File: config.mk
export PLATFORM = sky130hd
export DESIGN_NAME = adc_offset_gain_calibrator
export DESIGN_NICKNAME = d
export VERILOG_FILES = /design/src/hdl/aogc_pkg.sv /design/src/hdl/adc_offset_gain_calibrator.sv
export SDC_FILE = /design/constraint.sdc
export NUM_CORES = 2
export LEC_CHECK = 0
export ABC_AREA = 1
export ABC_CLOCK_PERIOD_IN_PS = 18100
export BUFFER_PORTS_ARGS = -buffer_cell sky130_fd_sc_hd__buf_4
export CORE_UTILIZATION = 65
export CTS_BUF_LIST = sky130_fd_sc_hd__clkbuf_4 sky130_fd_sc_hd__clkbuf_8
export CTS_CLUSTER_SIZE = 20
export DETAILED_ROUTE_END_ITERATION = 12
export MAX_ROUTING_LAYER = met4
export PLACE_DENSITY = 0.82
export SLEW_MARGIN = 20
export SYNTH_ARGS = -nofsm -noshare
export SYNTH_HDL_FRONTEND = slang
export SYNTH_SLANG_ARGS = --single-unit
File: constraint.sdc
create_clock -name clk -period 18.1 [get_ports clk]
set_input_delay 0 -clock clk [delete_from_list [all_inputs] [get_ports clk]]
set_output_delay 0 -clock clk [all_outputs]
set_load 0.02 [all_outputs]
File: src/hdl/aogc_pkg.sv
// ----------------------------------------------------------------------------
// aogc_pkg
// Types and constants for the converter offset and gain calibrator.
// ----------------------------------------------------------------------------
`default_nettype none

package aogc_pkg;

    localparam int SAMPLE_W       = 24;
    localparam int DIFF_W         = 25;
    localparam int SUM_W          = 32;
    localparam int COUNT_W        = 8;
    localparam int GAIN_W         = 24;
    localparam int GAIN_REGS      = 4;
    localparam int GAIN_IDX_W     = 2;
    localparam int GAIN_FRAC_BITS = 22;
    localparam int CHAN_W         = 2;
    localparam int PROD_W         = SAMPLE_W + GAIN_W;

    localparam logic [GAIN_W-1:0]  GAIN_ONE  = 24'h400000;
    localparam logic [COUNT_W-1:0] COUNT_MAX = 8'hFF;

    // divider: one quotient bit per cycle over the whole sum
    localparam int DIV_STEPS = SUM_W;
    localparam int DIV_CNT_W = $clog2(DIV_STEPS);

    localparam logic OP_CAL  = 1'b0;
    localparam logic OP_CONV = 1'b1;

    // one memory word per channel
    typedef struct packed {
        logic [SUM_W-1:0]    sum;
        logic [COUNT_W-1:0]  count;
        logic [SAMPLE_W-1:0] offset;
    } aogc_entry_t;

endpackage

`default_nettype wire

File: src/hdl/adc_offset_gain_calibrator.sv
// ----------------------------------------------------------------------------
// adc_offset_gain_calibrator
// Per-channel offset averaging and Q2.22 gain correction of converter codes.
// ----------------------------------------------------------------------------
//
//  Port group  Dir  Handshake          Contents
//  ----------  ---  -----------------  ------------------------------------
//  in          in   in_valid/in_ready  operation, channel, sample_code
//  out         out  out_valid/out_ready offset_removed, corrected_code,
//                                       offset_average
//  cfg         in   cfg_we             cfg_index, cfg_data (gain registers)
//
//  Calibration request: memory read, bit-serial divider (32 steps),
//  write-back, then output.
//  A calibration request on a saturated channel skips the divider and write-back.
//  Conversion request: memory read, multiply, scale, output.
//  One request in flight; the next is accepted once the result is in the
//  output register, even if it has not yet been taken.
//  Reset clears per-channel state through entry valid bits; gains go to 1.0.
// ----------------------------------------------------------------------------
`default_nettype none

module adc_offset_gain_calibrator #(
    parameter int CHANNELS = 4
) (
    input  wire logic                                clk,
    input  wire logic                                rst_n,

    input  wire logic                                in_valid,
    output logic                                     in_ready,
    input  wire logic                                operation,
    input  wire logic [aogc_pkg::CHAN_W-1:0]         channel,
    input  wire logic signed [aogc_pkg::SAMPLE_W-1:0] sample_code,

    output logic                                     out_valid,
    input  wire logic                                out_ready,
    output logic signed [aogc_pkg::DIFF_W-1:0]       offset_removed,
    output logic [aogc_pkg::SAMPLE_W-1:0]            corrected_code,
    output logic signed [aogc_pkg::SAMPLE_W-1:0]     offset_average,

    input  wire logic                                cfg_we,
    input  wire logic [aogc_pkg::GAIN_IDX_W-1:0]     cfg_index,
    input  wire logic [aogc_pkg::GAIN_W-1:0]         cfg_data
);
    import aogc_pkg::*;

    localparam int ADDR_W = (CHANNELS > 1) ? $clog2(CHANNELS) : 1;

    localparam logic [2:0] ST_IDLE  = 3'd0;
    localparam logic [2:0] ST_READ  = 3'd1;
    localparam logic [2:0] ST_DIV   = 3'd2;
    localparam logic [2:0] ST_WB    = 3'd3;
    localparam logic [2:0] ST_MUL   = 3'd4;
    localparam logic [2:0] ST_SCALE = 3'd5;
    localparam logic [2:0] ST_OUT   = 3'd6;

    localparam logic [DIV_CNT_W-1:0] DIV_LAST = DIV_CNT_W'(DIV_STEPS - 1);

    logic [2:0]                state_reg;
    logic [2:0]                state_next;

    logic [GAIN_W-1:0]         gain_reg [GAIN_REGS];

    // per-channel state memory
    aogc_entry_t               mem [CHANNELS];
    logic [CHANNELS-1:0]       ent_vld_reg;
    aogc_entry_t               rd_data_reg;
    logic                      rd_vld_reg;
    logic                      mem_we;
    aogc_entry_t               wr_data;

    // latched request
    logic                      op_reg;
    logic [CHAN_W-1:0]         ch_reg;
    logic [ADDR_W-1:0]         addr_reg;
    logic                      ch_ok_reg;
    logic [SAMPLE_W-1:0]       sample_reg;
    logic                      ch_ok;
    logic [ADDR_W-1:0]         in_addr;

    // calibration datapath
    aogc_entry_t               ent;
    logic [SUM_W-1:0]          sum_new;
    logic [COUNT_W-1:0]        cnt_new;
    logic [SUM_W-1:0]          sum_reg;
    logic [COUNT_W-1:0]        cnt_reg;
    logic                      sum_neg_reg;
    logic [SUM_W-1:0]          quo_reg;
    logic [COUNT_W-1:0]        rem_reg;
    logic [COUNT_W:0]          rem_sh;
    logic                      rem_ge;
    logic [DIV_CNT_W-1:0]      div_cnt_reg;
    logic [SAMPLE_W-1:0]       ofs_new;

    // conversion datapath
    logic [DIFF_W-1:0]         diff;
    logic [DIFF_W-1:0]         diff_reg;
    logic [SAMPLE_W-1:0]       mag_reg;
    logic [PROD_W-1:0]         prod_reg;
    logic [SAMPLE_W-1:0]       q_lo;

    // staged result
    logic [DIFF_W-1:0]         res_rem_reg;
    logic [SAMPLE_W-1:0]       res_cor_reg;
    logic [SAMPLE_W-1:0]       res_ofs_reg;

    logic                      out_valid_reg;
    logic [DIFF_W-1:0]         out_rem_reg;
    logic [SAMPLE_W-1:0]       out_cor_reg;
    logic [SAMPLE_W-1:0]       out_ofs_reg;

    assign in_ready = (state_reg == ST_IDLE);
    assign ch_ok    = (int'(channel) < CHANNELS);
    assign in_addr  = ADDR_W'(channel);

    assign ent     = rd_vld_reg ? rd_data_reg : '0;
    assign sum_new = ent.sum + {{(SUM_W-SAMPLE_W){sample_reg[SAMPLE_W-1]}}, sample_reg};
    assign cnt_new = ent.count + COUNT_W'(1);
    assign diff    = {sample_reg[SAMPLE_W-1], sample_reg}
                   - {ent.offset[SAMPLE_W-1], ent.offset};

    assign rem_sh  = {rem_reg, quo_reg[SUM_W-1]};
    assign rem_ge  = (rem_sh >= {1'b0, cnt_reg});

    assign ofs_new = sum_neg_reg ? (SAMPLE_W'(0) - quo_reg[SAMPLE_W-1:0])
                                 : quo_reg[SAMPLE_W-1:0];
    assign q_lo    = prod_reg[GAIN_FRAC_BITS +: SAMPLE_W];

    assign mem_we       = (state_reg == ST_WB);
    assign wr_data.sum    = sum_reg;
    assign wr_data.count  = cnt_reg;
    assign wr_data.offset = ofs_new;

    always_comb
    begin
        state_next = state_reg;
        case (state_reg)
            ST_IDLE:
            begin
                if (in_valid)
                    state_next = ST_READ;
            end
            ST_READ:
            begin
                if (!ch_ok_reg)
                    state_next = ST_OUT;
                else if (op_reg == OP_CONV)
                    state_next = ST_MUL;
                else if (ent.count == COUNT_MAX)
                    state_next = ST_OUT;
                else
                    state_next = ST_DIV;
            end
            ST_DIV:
            begin
                if (div_cnt_reg == DIV_LAST)
                    state_next = ST_WB;
            end
            ST_WB:    state_next = ST_OUT;
            ST_MUL:   state_next = ST_SCALE;
            ST_SCALE: state_next = ST_OUT;
            ST_OUT:
            begin
                if (!out_valid_reg || out_ready)
                    state_next = ST_IDLE;
            end
            default:  state_next = ST_IDLE;
        endcase
    end

    always_ff @(posedge clk or negedge rst_n)
    begin
        if (!rst_n)
        begin
            state_reg     <= ST_IDLE;
            ent_vld_reg   <= '0;
            out_valid_reg <= 1'b0;
            for (int i = 0; i < GAIN_REGS; i++)
                gain_reg[i] <= GAIN_ONE;
        end
        else
        begin
            state_reg <= state_next;
            if (mem_we)
                ent_vld_reg[addr_reg] <= 1'b1;
            if (state_reg == ST_OUT && (!out_valid_reg || out_ready))
                out_valid_reg <= 1'b1;
            else if (out_ready)
                out_valid_reg <= 1'b0;
            if (cfg_we)
                gain_reg[cfg_index] <= cfg_data;
        end
    end

    // state memory, one read and one write port
    always_ff @(posedge clk)
    begin
        if (in_valid && in_ready && ch_ok)
        begin
            rd_data_reg <= mem[in_addr];
            rd_vld_reg  <= ent_vld_reg[in_addr];
        end
        if (mem_we)
            mem[addr_reg] <= wr_data;
    end

    always_ff @(posedge clk)
    begin
        case (state_reg)
            ST_IDLE:
            begin
                if (in_valid)
                begin
                    op_reg     <= operation;
                    ch_reg     <= channel;
                    addr_reg   <= in_addr;
                    ch_ok_reg  <= ch_ok;
                    sample_reg <= sample_code;
                end
            end
            ST_READ:
            begin
                sum_reg     <= sum_new;
                cnt_reg     <= cnt_new;
                sum_neg_reg <= sum_new[SUM_W-1];
                quo_reg     <= sum_new[SUM_W-1] ? (SUM_W'(0) - sum_new) : sum_new;
                rem_reg     <= '0;
                div_cnt_reg <= '0;
                diff_reg    <= diff;
                mag_reg     <= diff[DIFF_W-1] ? SAMPLE_W'(DIFF_W'(0) - diff)
                                              : diff[SAMPLE_W-1:0];
                res_rem_reg <= '0;
                res_cor_reg <= '0;
                res_ofs_reg <= ch_ok_reg ? ent.offset : '0;
            end
            ST_DIV:
            begin
                rem_reg     <= rem_ge ? COUNT_W'(rem_sh - {1'b0, cnt_reg})
                                      : rem_sh[COUNT_W-1:0];
                quo_reg     <= {quo_reg[SUM_W-2:0], rem_ge};
                div_cnt_reg <= div_cnt_reg + DIV_CNT_W'(1);
            end
            ST_WB:
            begin
                res_ofs_reg <= ofs_new;
            end
            ST_MUL:
            begin
                prod_reg <= PROD_W'(mag_reg) * PROD_W'(gain_reg[ch_reg]);
            end
            ST_SCALE:
            begin
                res_rem_reg <= diff_reg;
                res_cor_reg <= diff_reg[DIFF_W-1] ? (SAMPLE_W'(0) - q_lo) : q_lo;
            end
            ST_OUT:
            begin
                if (!out_valid_reg || out_ready)
                begin
                    out_rem_reg <= res_rem_reg;
                    out_cor_reg <= res_cor_reg;
                    out_ofs_reg <= res_ofs_reg;
                end
            end
            default:
            begin
            end
        endcase
    end

    assign out_valid      = out_valid_reg;
    assign offset_removed = out_rem_reg;
    assign corrected_code = out_cor_reg;
    assign offset_average = out_ofs_reg;

    // divisor is a count of at least one sample
    a_div_nonzero: assert property (@(posedge clk) disable iff (!rst_n)
        state_reg == ST_DIV |-> cnt_reg != '0)
        else $error("divider running with zero count");

    // restoring divider keeps remainder below divisor
    a_rem_bound: assert property (@(posedge clk) disable iff (!rst_n)
        state_reg == ST_DIV |-> rem_reg < cnt_reg)
        else $error("divider remainder out of range");

    // only calibration on a real channel writes the state memory
    a_wb_cal: assert property (@(posedge clk) disable iff (!rst_n)
        mem_we |-> (op_reg == OP_CAL && ch_ok_reg))
        else $error("state write from conversion or bad channel");

    // accepted request always goes to the memory read cycle
    a_accept_read: assert property (@(posedge clk) disable iff (!rst_n)
        (in_valid && in_ready) |=> state_reg == ST_READ)
        else $error("accepted request skipped memory read");

    // result register only loads when free or being drained
    a_out_load: assert property (@(posedge clk) disable iff (!rst_n)
        (out_valid_reg && !out_ready && state_reg == ST_OUT) |=> state_reg == ST_OUT)
        else $error("result overwritten before it was taken");

endmodule

`default_nettype wire
## Yosys cells after proc, flatten, opt, wreduce, memory -nomap -nowiden

Memory sizes are Yosys's and may differ from the RTL's. A register that Yosys moved wholly into a read port is not among the register bits.
Index checks and enable logic that the tools add are counted.

| word-level totals | value |
|---|---|
| RAM bits | 256 |
| logic and storage cells | 105 |
| memories kept | 1 |
| flip-flop bits (word level) | 459 |
| output and inout port bits | 75 |

| cells by class | value |
|---|---|
| bitwise logic cells | 3 |
| $add $sub $neg | 9 |
| reduce and logical (&&, ||, !) cells | 15 |
| multipliers | 1 |
| equal/unequal tests | 11 |
| magnitude comparators | 7 |
| mux-type cells | 32 |

Memories:

| memory | words | width | read ports | clocked after memory_dff | write ports | line | source |
|---|---|---|---|---|---|---|---|
| mem | 4 | 64 | 1 | 1 | 1 | adc_offset_gain_calibrator.sv:65 | `aogc_entry_t mem [CHANNELS];` |

Operators with widths:

| cell | count |
|---|---|
| $mux 24 | 6 |
| $bwmux 96 | 1 |
| $pmux 24 s2 | 2 |
| $sub 1x24->24 const A | 3 |
| $mux 64 | 1 |
| $pmux 32 s2 | 1 |
| $pmux 25 s2 | 1 |
| $bmux 24 s2 | 1 |
| $demux 24 s2 | 1 |
| $mul 24x24->46 | 1 |
| $add 32x32->32 | 1 |
| $mux 32 | 1 |
| $sub 1x32->32 const A | 1 |
| $sub 24x24->25 | 1 |
| $pmux 3 s6 | 1 |
| $pmux 8 s2 | 1 |
| $mux 3 | 5 |
| $pmux 5 s2 | 1 |
| $eq 3x3->1 const B | 3 |
| $ge 9x8->1 | 1 |
| $add 8x1->8 const B | 1 |
| $eq 8x8->1 const B | 1 |
| $mux 8 | 1 |
| $reduce_bool 2->1 | 4 |
| 22 further kinds | 37 |

## Depth between registers and ports, before layout

| depth | value |
|---|---|
| depth after elaboration | 6 |
| depth in mapped cells | 36 |

## Least setup slack after synthesis

OpenSTA, ideal clock, no wires.

| path | value |
|---|---|
| path type | flip-flop to flip-flop |
| start point | register state_reg[0] |
| end point | register div_cnt_reg[0] (enable) |
| cell stages (with the launch flop) | 7 |
| arrival time | 8.079 ns |
| path slack | 9.618 ns |
| clock period less this slack | 8.482 ns |
| required time | 17.697 ns |
| buffers on the path | 0 |
| cells stage by stage | dfrtp_1 inv_1 nor2_1 inv_1 nor2_1 inv_1 nand2_1 |

| on the way | value |
|---|---|
| word-level cells in the longest chain between the ends | 2 |

Ends and longest elaborated chain:

| element | line | source |
|---|---|---|
| from (decl) | adc_offset_gain_calibrator.sv:59 | `logic [2:0] state_reg;` |
| from (signal assigned) | adc_offset_gain_calibrator.sv:183 | `state_reg <= state_next;` |
| $eq 3x1->1 or $eq 3x2->1 (tied branches) | adc_offset_gain_calibrator.sv:209 | `case (state_reg)` |
| $reduce_bool 2->1 (no line) (*) | -- |  |
| to (signal assigned) | adc_offset_gain_calibrator.sv:241 | `div_cnt_reg <= div_cnt_reg + DIV_CNT_W'(1);` |
| to (decl) | adc_offset_gain_calibrator.sv:92 | `logic [DIV_CNT_W-1:0] div_cnt_reg;` |

Every way passes the cells marked *; elsewhere a longest branch is shown, timed or not.
A chain may end at the register's enable or synchronous reset.

==> metrics.csv <==
metric;value;unit
rr_worst_depth;28;
synth_cell_types;59;
period_minus_slack;8680;ps
finalMaxSlewViolations;0;
synth_ff_type;edfxtp_1;
cts_tree;done;
hold_violations;0;
start_util;0.660;
avgViaCountPerCell;5.92;
die_x;286;um
synthArstFlopShare;0.138;
reg2reg_from;addr_reg[0]$_DFFE_PP_;
dr.pass1.iters;7;
avgSynthCellArea;9.52;um2
cts_buffer_depth;3;
antenna_found_initial;2;
yosysWarningCount;0;
min_to;gain_reg[67]$_DFFE_PN0P_;
nNetsFinal;6467;
cts_root_buffer;clkbuf_8;
grt_pass1_wl;233;mm
synth_common_cells;nand2_1, inv_1, nor2_1;
min_path_type;primary input to flop;
grt_setup_unrepaired;no;
hp-start;cfg_data[19];
multi_input_area;25700;um2
relSlewSlack;0.188;
fp.dieArea;81700;um2
worstSetupPathType;flop to flop;
synth.most_common_cell;nand2_1;
critPathLaunchType;flop;
fmaxAchievable;0.115;GHz
dp_cells;6542;
num-fill-cells;5711;
grt_pass1_vias;41600;
fin_crit_sh;0.480;
finClkSkew;51.0;ps
status;complete, no violations;
hold_path_depth;4;
rrSetupSlack;9420;ps
endpoint_kind;flop;
clk_pin_slew;60;ps
cts_resized;0;
grt_max_degree;87;
vias;40600;
ys_ff_latch;755;
r2r-end;prod_reg[30]$_DFFE_PP_;
cp_common_cell;inv_1;
drt_first_iter_violations;4531;
setup_viol;0;
cp_slowest_cell;and2_0;
cp_data_required_time;18600;ps
syn_nets;6267;
drv_cap;0;
largest_reg_flops;256;
wl_per_cell;22.1;um
yosys-top-cells-area;edfxtp_1, fa_1, nand2_1;
cpPeakStageDelay;850;ps
critical_path_buf_inv_count;8;
area_delta_synth_final;10.3;%
synth_top_area_share;0.373;
stdcell_area;57800;um2
stdcell_count;6853;
placed_area;54400;um2
fp.dieH;286;um
num_rows;103;
portBuffers;132;
arrival;9180;ps
seqCellArea;22200;um2
cp_top_family;adder cells;
post_cts_buffers;0;
netlist_area;52400;um2
postSynthCellCount;5499;
clk_latency;780;ps
overflow;0;
grtUsageTotal;0.389;
design.core.area;79400;um2
final_layout_size_suffix_gt1_frac;0.0845;
dp_hpwl;107;mm
drc;0;
cts_buffers;117;
io_pins;133;
tightest_slew;1220;ps
synth_area_leader_cell;edfxtp_1;
routabilityCongestion;1.02;
h-tree-depth;3;
drt_wl_total;151;mm
cts_hold_buf;87;
clock_sinks;755;
ys_seq_area_frac;0.423;
drt.antenna.violating_nets;0;
critPathMaxFanout;22;
synth-edff-count;651;
finalSetupTns;0;ps
-- stage by stage --
stage | worst slack, ps | utilization | hold slack (ps)
6_report | 9420 | 0.728 | 105
5_1_grt | 9020 | 0.728 | 120
4_1_cts | 9550 | 0.727 | 57.2
3_5_place_dp | 9560 | 0.685 | -53.8
3_3_place_gp | 9680 | 0.685 | -61.0
2_1_floorplan | 9620 | - | -296
-- worst max path at each step --
stage | start | endpoint | slack, ps | cells after the start
global placement | addr_reg[0]$_DFFE_PP_ | prod_reg[30]$_DFFE_PP_ | 9680 | 28
global route | addr_reg[0]$_DFFE_PP_ | prod_reg[44]$_DFFE_PP_ | 9020 | 28
floorplan | state_reg[0]$_DFFE_PN0P_ | div_cnt_reg[0]$_SDFFCE_PN0P_ | 9620 | 6
finish | addr_reg[0]$_DFFE_PP_ | prod_reg[30]$_DFFE_PP_ | 9420 | 28
detailed placement | addr_reg[0]$_DFFE_PP_ | prod_reg[30]$_DFFE_PP_ | 9560 | 28
CTS | addr_reg[0]$_DFFE_PP_ | prod_reg[30]$_DFFE_PP_ | 9550 | 28
-- layer usage --
metal | track usage | wire [um] | part of all wire | vias up
li1 | - | - | - | 17900
met1 | 0.466 | 54500 | 0.36 | 19600
met2 | 0.622 | 72000 | 0.48 | 2425
met3 | 0.0767 | 15000 | 0.099 | 642
met4 | 0.214 | 9670 | 0.064 | 0
met5 | - | 0 | 0 | -
-- logic make-up (layout without fill, tap and decap cells) --
family                     count (synthesis)  in the layout  synth area share
AOI/OAI and AO/OA                        674            674            0.0723
xor gates and xnor gates                 104            104            0.0178
adders and majority gates                710            710             0.239
buffers and inverters                   1207           1509            0.0877
DFF                                      755            755             0.423
other                                      0              2                 0
and+or+nand+nor                         2049           2049             0.160
-- tightest hold or removal path: stages --
cell	delay, ps
dlygate4sd3_1	520
buf_4	90
inv_1	60
o21ai_0	150
-- layout by cell type, fill, tap and decap left out, types with 100 or more instances in the layout --
cell type,n
a21oi_1,142
buf_4,186
clkbuf_8,126
dfrtp_1,100
edfxtp_1,651
fa_1,483
ha_1,227
inv_1,987
nand2_1,1052
nand3_1,143
nor2_1,654
o21ai_0,337
-- area by class of cell --
type                    count  area share
diodes                      2   0.0000866
repair buffers            275      0.0401
flip-flops and latches    755       0.384
clock inverters            63     0.00864
well taps                1050      0.0227
inverters                1013      0.0658
clock buffers             158      0.0342
multi-input cells        3537       0.445
Power is not shown: default switching activity piles up to over one toggle a cycle in this logic, so the estimate is an artifact.
